$ cat src/design/nrcw_pkg.sv
// Shared widths, codes, reset values and types for the NewReno congestion window unit.
package nrcw_pkg;

   // Field widths
   localparam int unsigned OP_W       = 2;
   localparam int unsigned ACK_W      = 32;
   localparam int unsigned TIME_W     = 48;
   localparam int unsigned WIN_W      = 48;
   localparam int unsigned MDB_W      = 16;
   localparam int unsigned IW_W       = 21;
   localparam int unsigned MW_W       = 17;
   localparam int unsigned CSR_IDX_W  = 2;
   localparam int unsigned CSR_DATA_W = 21;

   // Divider sizing: one quotient bit per step
   localparam int unsigned DIV_STEPS = WIN_W;
   localparam int unsigned DIV_CNT_W = $clog2(DIV_STEPS);

   // Event codes
   localparam logic [OP_W-1:0] OP_ACK     = 2'd0;
   localparam logic [OP_W-1:0] OP_LOSS    = 2'd1;
   localparam logic [OP_W-1:0] OP_PERSIST = 2'd2;

   // Register indexes
   localparam logic [CSR_IDX_W-1:0] CSR_MAX_DATAGRAM = 2'd0;
   localparam logic [CSR_IDX_W-1:0] CSR_INIT_WINDOW  = 2'd1;
   localparam logic [CSR_IDX_W-1:0] CSR_MIN_WINDOW   = 2'd2;

   // Reset values
   localparam logic [MDB_W-1:0] MDB_RESET      = 16'd1200;
   localparam logic [IW_W-1:0]  INIT_WIN_RESET = 21'd12000;
   localparam logic [MW_W-1:0]  MIN_WIN_RESET  = 17'd2400;
   localparam logic [WIN_W-1:0] WIN_ALL_ONES   = {WIN_W{1'b1}};

   // Divider status toward the sequencer
   typedef struct packed {
      logic busy;
      logic done;
   } div_status_type;

endpackage

$ cat src/design/nrcw_divider.sv
// Iterative restoring divider: one quotient bit per cycle through a shared subtractor.
module nrcw_divider
   import nrcw_pkg::*;
(
   input  logic                 clock,
   input  logic                 reset,
   input  logic                 start,
   input  logic [WIN_W-1:0]     dividend,
   input  logic [WIN_W-1:0]     divisor,
   output div_status_type       status,
   output logic [WIN_W-1:0]     quotient
);

   logic [WIN_W-1:0]     rem_ff, rem_in;
   logic [WIN_W-1:0]     quo_ff, quo_in;
   logic [WIN_W-1:0]     dvs_ff, dvs_in;
   logic [DIV_CNT_W-1:0] count_ff, count_in;
   logic                 busy_ff, busy_in;
   logic                 done_ff, done_in;

   logic [WIN_W:0]       shifted;
   logic [WIN_W:0]       diff;
   logic                 ge;

   // Shared subtract and compare: remainder shifted left, dividend bit in
   assign shifted = {rem_ff, quo_ff[WIN_W-1]};
   assign diff    = shifted - {1'b0, dvs_ff};
   assign ge      = (shifted >= {1'b0, dvs_ff});

   always_comb begin
      rem_in   = rem_ff;
      quo_in   = quo_ff;
      dvs_in   = dvs_ff;
      count_in = count_ff;
      busy_in  = busy_ff;
      done_in  = 1'b0;
      if (start) begin
         rem_in   = '0;
         quo_in   = dividend;
         dvs_in   = divisor;
         count_in = '0;
         busy_in  = 1'b1;
      end else if (busy_ff) begin
         rem_in   = ge ? diff[WIN_W-1:0] : shifted[WIN_W-1:0];
         quo_in   = {quo_ff[WIN_W-2:0], ge};
         count_in = count_ff + 1'b1;
         if (count_ff == DIV_CNT_W'(DIV_STEPS - 1)) begin
            busy_in = 1'b0;
            done_in = 1'b1;
         end
      end
   end

   always_ff @(posedge clock) begin
      if (reset) begin
         busy_ff  <= 1'b0;
         done_ff  <= 1'b0;
         count_ff <= '0;
      end else begin
         busy_ff  <= busy_in;
         done_ff  <= done_in;
         count_ff <= count_in;
      end
      rem_ff <= rem_in;
      quo_ff <= quo_in;
      dvs_ff <= dvs_in;
   end

   assign status.busy = busy_ff;
   assign status.done = done_ff;
   assign quotient    = quo_ff;

endmodule

$ cat src/design/newreno_congestion_window_unit.sv
// Sequence: an ack in slow start passes EVAL and ADD before RESPOND; loss, persistent
// congestion, an ack held in recovery and the unused code pass EVAL only before RESPOND.
// An ack in congestion avoidance passes EVAL, START, the 48-step serial divider and ADD.
// Flow: one word at a time; req_ready is high only while idle, so a new event word is
// accepted only after the response word to the last one has been taken.
// Reset: synchronous; window 12000, threshold all ones, not recovering, registers at
module newreno_congestion_window_unit
   import nrcw_pkg::*;
(
   input  logic                  clock,
   input  logic                  reset,
   // request channel
   input  logic                  req_valid,
   output logic                  req_ready,
   input  logic [OP_W-1:0]       req_operation,
   input  logic [ACK_W-1:0]      req_acked_bytes,
   input  logic [TIME_W-1:0]     req_sent_time_ms,
   input  logic [TIME_W-1:0]     req_now_ms,
   // response channel
   output logic                  rsp_valid,
   input  logic                  rsp_ready,
   output logic [WIN_W-1:0]      rsp_window_bytes,
   output logic [WIN_W-1:0]      rsp_slow_start_threshold,
   output logic                  rsp_recovering,
   output logic                  rsp_loss_applied,
   // configuration channel
   input  logic                  csr_valid,
   output logic                  csr_ready,
   input  logic [CSR_IDX_W-1:0]  csr_index,
   input  logic [CSR_DATA_W-1:0] csr_data
);
   // their defaults. A reset always reloads the default initial window.

   typedef enum logic [5:0] {
      ST_IDLE    = 6'b000001,
      ST_EVAL    = 6'b000010,
      ST_START   = 6'b000100,
      ST_DIVIDE  = 6'b001000,
      ST_ADD     = 6'b010000,
      ST_RESPOND = 6'b100000
   } state_type;

   state_type            state_ff, state_in;
   logic [OP_W-1:0]      op_ff, op_in;
   logic [ACK_W-1:0]     acked_ff, acked_in;
   logic [TIME_W-1:0]    sent_ff, sent_in;
   logic [TIME_W-1:0]    now_ff, now_in;
   logic [WIN_W-1:0]     window_ff, window_in;
   logic [WIN_W-1:0]     threshold_ff, threshold_in;
   logic                 recov_ff, recov_in;
   logic [TIME_W-1:0]    rec_start_ff, rec_start_in;
   logic                 applied_ff, applied_in;
   logic [WIN_W-1:0]     inc_ff, inc_in;
   logic [WIN_W-1:0]     product_ff, product_in;
   logic [MDB_W-1:0]     mdb_ff, mdb_in;
   logic [MW_W-1:0]      minwin_ff, minwin_in;

   logic                 div_start;
   div_status_type       div_status;
   logic [WIN_W-1:0]     div_quotient;

   logic                 req_fire;
   logic [WIN_W:0]       sum;
   logic [WIN_W-1:0]     half;
   logic [WIN_W-1:0]     min_ext;

   assign req_fire  = req_valid && req_ready;
   assign req_ready = (state_ff == ST_IDLE);
   assign csr_ready = 1'b1;
   assign rsp_valid = (state_ff == ST_RESPOND);

   // Saturating growth and loss halving
   assign sum     = {1'b0, window_ff} + {1'b0, inc_ff};
   assign min_ext = {{(WIN_W-MW_W){1'b0}}, minwin_ff};
   assign half    = ((window_ff >> 1) < min_ext) ? min_ext : (window_ff >> 1);

   // Configuration writes; the initial window index is taken and has no effect,
   // since reset restores the default before the window reloads
   always_comb begin
      mdb_in    = mdb_ff;
      minwin_in = minwin_ff;
      if (csr_valid && csr_ready) begin
         unique case (csr_index)
            CSR_MAX_DATAGRAM: mdb_in    = csr_data[MDB_W-1:0];
            CSR_MIN_WINDOW:   minwin_in = csr_data[MW_W-1:0];
            CSR_INIT_WINDOW:  ;
            default:          ;
         endcase
      end
   end

   // Sequencer
   always_comb begin
      state_in     = state_ff;
      op_in        = op_ff;
      acked_in     = acked_ff;
      sent_in      = sent_ff;
      now_in       = now_ff;
      window_in    = window_ff;
      threshold_in = threshold_ff;
      recov_in     = recov_ff;
      rec_start_in = rec_start_ff;
      applied_in   = applied_ff;
      inc_in       = inc_ff;
      product_in   = product_ff;
      div_start    = 1'b0;
      unique case (state_ff)
         ST_IDLE: begin
            if (req_fire) begin
               op_in      = req_operation;
               acked_in   = req_acked_bytes;
               sent_in    = req_sent_time_ms;
               now_in     = req_now_ms;
               applied_in = 1'b0;
               state_in   = ST_EVAL;
            end
         end
         ST_EVAL: begin
            // multiplier output is registered before the divider sees it
            product_in = WIN_W'(mdb_ff) * WIN_W'(acked_ff);
            state_in   = ST_RESPOND;
            unique case (op_ff)
               OP_ACK: begin
                  if (recov_ff && !(sent_ff > rec_start_ff)) begin
                     // still recovering: no growth
                  end else begin
                     recov_in = 1'b0;
                     if (window_ff < threshold_ff || window_ff == '0) begin
                        inc_in   = {{(WIN_W-ACK_W){1'b0}}, acked_ff};
                        state_in = ST_ADD;
                     end else begin
                        state_in = ST_START;
                     end
                  end
               end
               OP_LOSS: begin
                  if (!recov_ff && !(sent_ff < rec_start_ff)) begin
                     threshold_in = half;
                     window_in    = half;
                     recov_in     = 1'b1;
                     rec_start_in = now_ff;
                     applied_in   = 1'b1;
                  end
               end
               OP_PERSIST: window_in = min_ext;
               default: ;
            endcase
         end
         ST_START: begin
            div_start = 1'b1;
            state_in  = ST_DIVIDE;
         end
         ST_DIVIDE: begin
            if (div_status.done) begin
               inc_in   = div_quotient;
               state_in = ST_ADD;
            end
         end
         ST_ADD: begin
            window_in = sum[WIN_W] ? WIN_ALL_ONES : sum[WIN_W-1:0];
            state_in  = ST_RESPOND;
         end
         ST_RESPOND: begin
            if (rsp_ready) state_in = ST_IDLE;
         end
         default: state_in = ST_IDLE;
      endcase
   end

   always_ff @(posedge clock) begin
      if (reset) begin
         state_ff     <= ST_IDLE;
         window_ff    <= {{(WIN_W-IW_W){1'b0}}, INIT_WIN_RESET};
         threshold_ff <= WIN_ALL_ONES;
         recov_ff     <= 1'b0;
         rec_start_ff <= '0;
         applied_ff   <= 1'b0;
         mdb_ff       <= MDB_RESET;
         minwin_ff    <= MIN_WIN_RESET;
      end else begin
         state_ff     <= state_in;
         window_ff    <= window_in;
         threshold_ff <= threshold_in;
         recov_ff     <= recov_in;
         rec_start_ff <= rec_start_in;
         applied_ff   <= applied_in;
         mdb_ff       <= mdb_in;
         minwin_ff    <= minwin_in;
      end
      op_ff      <= op_in;
      acked_ff   <= acked_in;
      sent_ff    <= sent_in;
      now_ff     <= now_in;
      inc_ff     <= inc_in;
      product_ff <= product_in;
   end

   // Avoidance growth: datagram * acked / window
   nrcw_divider u_divider (
      .clock    (clock),
      .reset    (reset),
      .start    (div_start),
      .dividend (product_ff),
      .divisor  (window_ff),
      .status   (div_status),
      .quotient (div_quotient)
   );

   // Response word comes straight from the state registers
   assign rsp_window_bytes         = window_ff;
   assign rsp_slow_start_threshold = threshold_ff;
   assign rsp_recovering           = recov_ff;
   assign rsp_loss_applied         = applied_ff;

endmodule

$ cat config.mk
export PLATFORM = sky130hd
export DESIGN_NAME = newreno_congestion_window_unit
export DESIGN_NICKNAME = d
export VERILOG_FILES = /design/src/design/nrcw_pkg.sv /design/src/design/nrcw_divider.sv /design/src/design/newreno_congestion_window_unit.sv
export SDC_FILE = /design/constraint.sdc
export NUM_CORES = 2
export LEC_CHECK = 0
export BUFFER_PORTS_ARGS = -buffer_cell sky130_fd_sc_hd__buf_2
export CORE_MARGIN = 1.5
export CORE_UTILIZATION = 64
export CTS_BUF_LIST = sky130_fd_sc_hd__clkbuf_4
export CTS_CLUSTER_SIZE = 8
export DETAILED_ROUTE_END_ITERATION = 8
export GPL_ROUTABILITY_DRIVEN = 1
export HOLD_SLACK_MARGIN = 0.08
export PLACE_DENSITY = 0.8
export SYNTH_ARGS = -nofsm -noshare
export SYNTH_HDL_FRONTEND = slang
export SYNTH_SLANG_ARGS = --single-unit
$ cat constraint.sdc
create_clock -name clock -period 9.11 [get_ports clock]
set_clock_uncertainty 0.15 [all_clocks]
set_input_delay 1.822 -clock clock [delete_from_list [all_inputs] [get_ports clock]]
set_output_delay 1.822 -clock clock [all_outputs]
set_load 0.05 [all_outputs]
# Yosys cells after proc, flatten, opt, wreduce, memory -nomap -nowiden
# Index checks and enable logic that the tools add are counted.
dict set report word_totals {
  inputBits 158
  out_inout_bits 101
  wordCells 109
  register_bits 563
}
dict set report classes {
  n_reduce_logical 26
  bitwise 1
  add_sub_neg 3
  n_eq_ne 22
  n_mul 1
  magnitude_cmp 5
  muxes 31
}
# op count
set op_table {}
lappend op_table {{$mux 48} 9}
lappend op_table {{$pmux 48 s2} 3}
lappend op_table {{$lt 48x48->1} 2}
lappend op_table {{$add 48x48->49} 1}
lappend op_table {{$ge 49x48->1} 1}
lappend op_table {{$gt 48x48->1} 1}
lappend op_table {{$logic_not 48->1} 1}
lappend op_table {{$mul 16x32->48} 1}
lappend op_table {{$sub 48x48->48} 1}
lappend op_table {{$lt 47x17->1} 1}
lappend op_table {{$mux 47} 1}
lappend op_table {{$pmux 6 s6} 1}
lappend op_table {{$mux 6} 5}
lappend op_table {{$eq 6x6->1 const B} 2}
lappend op_table {{$ne 2x2->1 const B} 6}
lappend op_table {{$reduce_bool 2->1} 5}
lappend op_table {{$mux 1} 9}
lappend op_table {{$reduce_and 3->1} 3}
lappend op_table {{$ne 2x1->1 const B} 4}
lappend op_table {{$reduce_and 4->1} 2}
lappend op_table {{$add 6x1->6 const B} 1}
lappend op_table {{$eq 6x1->1 const B} 1}
lappend op_table {{$eq 6x2->1 const B} 1}
lappend op_table {{$eq 6x3->1 const B} 1}
lappend op_table {{other kinds (17)} 26}

# Depth between registers and ports, before layout
dict set report depth {
  depth_word 6
  depth_mapped 27
  depth_no_buf 25
}

# By module
# From an unflattened synthesis, not the netlist that was laid out.
dict set report unflattened {
  cells_unflattened 4764
  area_unflattened_um2 45113.3
}
# mod n_inst area_per_inst_um2 cells_per_inst seq_area_each_um2
set modules_own_cells {}
lappend modules_own_cells {newreno_congestion_window_unit 1 36178.4 3875 10490.1}
lappend modules_own_cells {nrcw_divider 1 8934.8 889 4003.8}

# Worst setup path after synthesis
# OpenSTA, ideal clock, no wires.
dict set report synth_path {
  path_kind {register to register}
  start {reg state_ff[3]}
  end {reg inc_ff[0], enable pin}
  required_time_ns 8.550
  path_buffers 0
  t_arrival_ns 6.288
  synth_period_minus_slack_ns 6.848
  stages_incl_launch_ff 6
  slack_ns 2.262
  cell_sequence {dfxtp_1 -> nor2_1 -> nand2_1 -> nor3b_1 -> and3_1 -> a22o_1}
}
dict set report synth_between {
  elab_chain_cells 3
  elab_cells_between_ends 8
}
# element line_no
set synth_lines {}
lappend synth_lines {{start: declaration} newreno_congestion_window_unit.sv:43} ;# state_type state_ff, state_in;
lappend synth_lines {{start signal: assignment} newreno_congestion_window_unit.sv:181} ;# state_ff <= state_in;
lappend synth_lines {{$eq 6x2->1 or $eq 6x4->1 (tied branches)} newreno_congestion_window_unit.sv:107} ;# unique case (state_ff)
lappend synth_lines {{$ne 2x1->1 (no line), or another cell as far along} -}
lappend synth_lines {{$reduce_and 5->1 (no line) (*)} -}
lappend synth_lines {{end signal: assignment} newreno_congestion_window_unit.sv:194} ;# inc_ff <= inc_in;
lappend synth_lines {{end: declaration} newreno_congestion_window_unit.sv:53} ;# logic [WIN_W-1:0] inc_ff, inc_in;
# Every way passes the cells marked *; elsewhere a longest branch is shown, timed or not.
# A chain may end at the register's enable or synchronous reset.

# Final worst setup path
dict set report layout_path {
  start {reg acked_ff[13]}
  end {reg product_ff[43], data pin}
}
dict set report layout_between {
  elab_chain_cells 1
}
# element line_no
set layout_lines {}
lappend layout_lines {{start: declaration} newreno_congestion_window_unit.sv:45} ;# logic [ACK_W-1:0] acked_ff, acked_in;
lappend layout_lines {{start signal: assignment} newreno_congestion_window_unit.sv:191} ;# acked_ff <= acked_in;
lappend layout_lines {{$mul 16x32->48} newreno_congestion_window_unit.sv:120} ;# product_in = WIN_W'(mdb_ff) * WIN_W'(acked_ff);
lappend layout_lines {{end signal: assignment} newreno_congestion_window_unit.sv:195} ;# product_ff <= product_in;
lappend layout_lines {{end: declaration} newreno_congestion_window_unit.sv:54} ;# logic [WIN_W-1:0] product_ff, product_in;
# No other way between the ends.

==> summary.txt <==
Status: completed
Initial Util: 0.648
# IOs: 259
CP endpoint kind: register
Yosys warning count: 0
Fin crit share: 0.873
Post-cts resize count: 0
Number of synthesized flops with an enable pin: 322
WHS Path Cells: 2
Reg-to-reg critical path endpoint: product_ff[43]
Fin. Hold Viols: 0
Finish-stage setup viols: 0
Minimum clock period: 7.95 ns
Setup TNS: 0 ns
CP arrival: 8.48 ns
Worst hold path endpoint: rec_start_ff[7]
Setup ws final: 1.16 ns
Clk buf depth: 3
R2R Path Start: acked_ff[13]
Critical setup path kind: register to register
Share of layout cells above drive strength 1: 0.113
Cell leakage power: 0.0222 µW
Synth-to-Final Area Change: 8.94%
Hold Path Origin: rec_start_ff[7]
H-tree lvl count: 4
Die ar.: 71200 µm²
Most common cell after layout, fill and taps aside: nand2_1
Seq/Total Area, Yosys: 0.325
Core Box Area: 68700 µm²
Final hold slack: 0.303 ns
RSZ-0062 raised after global routing: no
Worst-path clk slew: 0.06 ns
Max frequency: 0.126 GHz
Number of port buffers: 253
FF-to-FF setup slack: 1.16 ns
Number of global-route vias before repair: 36095
Setup crit start kind: register
Worst endpoint required time: 9.64 ns
DP HPWL: 86000 µm
Instance count of the mapped netlist: 4806
Syn Area/Cell: 9.27 µm²
Final wirelength: 117000 µm
Initial antenna violation count: 12
TritonRoute pass-1 iters: 6
Worst Tran Pin Value: 1.19 ns
Die Y: 267 µm
Pwr dens: 209 nW/µm²
Die X-Extent: 267 µm
Pre-CTS setup slack: 1.26 ns
GRT Total Usage: 0.336
Most frequent cells in the layout: 870 x nand2_1, 660 x inv_1, 420 x fa_1
Synth Cell Area: 44600 µm²
# clock sinks: 563
Post-synthesis async set-or-reset flop share: 0
Pin count of the biggest net entering global routing: 104
Worst VDD drop: 0.200 mV
R2R depth: 23
Syn Nets: 5715
Worst min path class: register to register
Via density per instance: 5.81
Global-route wire length before repair: 187000 µm
Final nets: 5948
Distinct cells, synth: 87
Hold_buf cts: 0
CTS tree: done
Antenna Nets Post-Route: 0
Post-CTS Setup Inserts: 0
Crit path max fanout: 17
Pins Over Slew Limit: 0
Synth Flop Type: edfxtp_1
WL/cell: 19.2 µm
Max_cap viols: 0
CTS buffer count: 151
Gpl congestion: 0.972
Via Count: 35502
Clk Latency, worst-skew pair: 1.01 ns
Initial DRC count: 3206
Rel. slew slack: 0.205
Drt drc: 0
Post-synthesis register bit count: 563
Rows: 96
GRT overflow: 0
Root buffer cell: clkbuf_4
[critical path, stage by stage (launching register included)]
cell and delay (ns):
edfxtp_1 0.80, and2_1 0.38, fa_1 0.54, inv_1 0.06, fa_1 0.52, fa_1 0.52
inv_1 0.05, fa_1 0.46, fa_1 0.54, inv_1 0.05, fa_1 0.52, inv_1 0.04
ha_1 0.36, and4_1 0.27, nand2_1 0.09, or4_1 0.47, o32ai_1 0.47, o211ai_1 0.28
a31oi_1 0.27, or2_1 0.27, a21oi_1 0.10, o221ai_1 0.19, a21oi_1 0.11, xnor2_1 0.13
[registers in the layout, summed over array words and instances, names as in the netlist, 2 cells and up]
register,cells
product_ff,48
op_ff,2
now_ff,48
u_divider.rem_ff,48
u_divider.count_ff,6
u_divider.dvs_ff,48
rsp_window_bytes,48
minwin_ff,17
u_divider.quotient,48
rec_start_ff,48
inc_ff,48
mdb_ff,16
sent_ff,48
state_ff,6
rsp_slow_start_threshold,48
acked_ff,32
[metrics by stage]
step,cells,power [µW],utilization,instance area (µm²)
floorplan,4806,6820,-,44600
global placement,5817,7750,0.677,46500
detailed placement,5817,7870,0.677,46500
CTS,6091,10200,0.706,48500
global route,6106,11000,0.706,48500
finish,6106,10200,0.706,48500
[area by class of cell]
type | instances | area (µm²)
clock buffer | 210 | 1580
sequential | 563 | 14500
timing repair buffer | 302 | 1640
antenna | 15 | 37.5
tap | 931 | 1160
fill | 5327 | 20200
multi-input combinational | 3358 | 26700
clock inverter | 64 | 418
inverter | 663 | 2490
[cells in the mapped netlist, types with 7 or more instances]
library cell / n / share of area
a211o_1: 24 / 0.0047
a211oi_1: 62 / 0.010
a21o_1: 95 / 0.016
a21oi_1: 333 / 0.037
a221o_1: 7 / 0.0016
a221oi_1: 14 / 0.0028
a31oi_1: 19 / 0.0027
and2_1: 232 / 0.033
and3_1: 21 / 0.0029
buf_2: 12 / 0.0013
clkbuf_1: 196 / 0.017
dfxtp_1: 241 / 0.11
edfxtp_1: 322 / 0.22
fa_1: 420 / 0.19
ha_1: 331 / 0.093
inv_1: 662 / 0.056
mux2i_1: 14 / 0.0031
nand2_1: 870 / 0.073
nand2b_1: 24 / 0.0034
nand3_1: 50 / 0.0056
nand3b_1: 38 / 0.0064
nand4_1: 29 / 0.0041
nor2_1: 199 / 0.017
nor2b_1: 26 / 0.0037
nor3_1: 35 / 0.0039
nor3b_1: 12 / 0.0020
nor4_1: 22 / 0.0031
o211ai_1: 24 / 0.0040
o21a_1: 26 / 0.0044
o21ai_0: 151 / 0.017
o21bai_1: 19 / 0.0032
o31a_1: 7 / 0.0014
o31ai_1: 10 / 0.0017
or3_1: 7 / 0.00098
xnor2_1: 81 / 0.016
xor2_1: 55 / 0.011
[report_power, final]
part / switching, µW / total (µW) / internal [µW]
clock network: 1170 / 2300 / 1130
logic: 2760 / 4710 / 1950
registers: 148 / 3150 / 3000
total: 4070 / 10200 / 6090
[layer usage]
metal | GRT usage | part of all wire | vias up
li1 | - | - | 16432
met1 | 0.428 | 0.40 | 17164
met2 | 0.556 | 0.48 | 1594
met3 | 0.0672 | 0.082 | 312
met4 | 0.151 | 0.039 | 0
met5 | 0 | 0 | -
[cells by family after synthesis]
kind of cell | share of synthesized area
AND/OR/NAND/NOR | 0.163
buffers and inverters | 0.0762
other | 0.0000842
AO/OA/AOI/OAI | 0.123
multiplexers | 0.00390
XOR/XNOR | 0.0267
flip-flops | 0.325
adder cells (fa/ha/maj) | 0.282
[worst max-delay path by stage]
| stage | slack [ns] | cells after the start | endpoint | start |
|---|---|---|---|---|
| global placement | 1.27 | 23 | product_ff[47] | acked_ff[13] |
| global route | 0.93 | 23 | product_ff[47] | acked_ff[13] |
| detailed placement | 1.26 | 23 | product_ff[47] | acked_ff[13] |
| floorplan | 2.26 | 5 | inc_ff[0] | state_ff[3] |
| CTS | 1.23 | 23 | product_ff[47] | acked_ff[13] |
| finish | 1.16 | 23 | product_ff[43] | acked_ff[13] |
No activity file was read; power rests on OpenSTA's default activity.
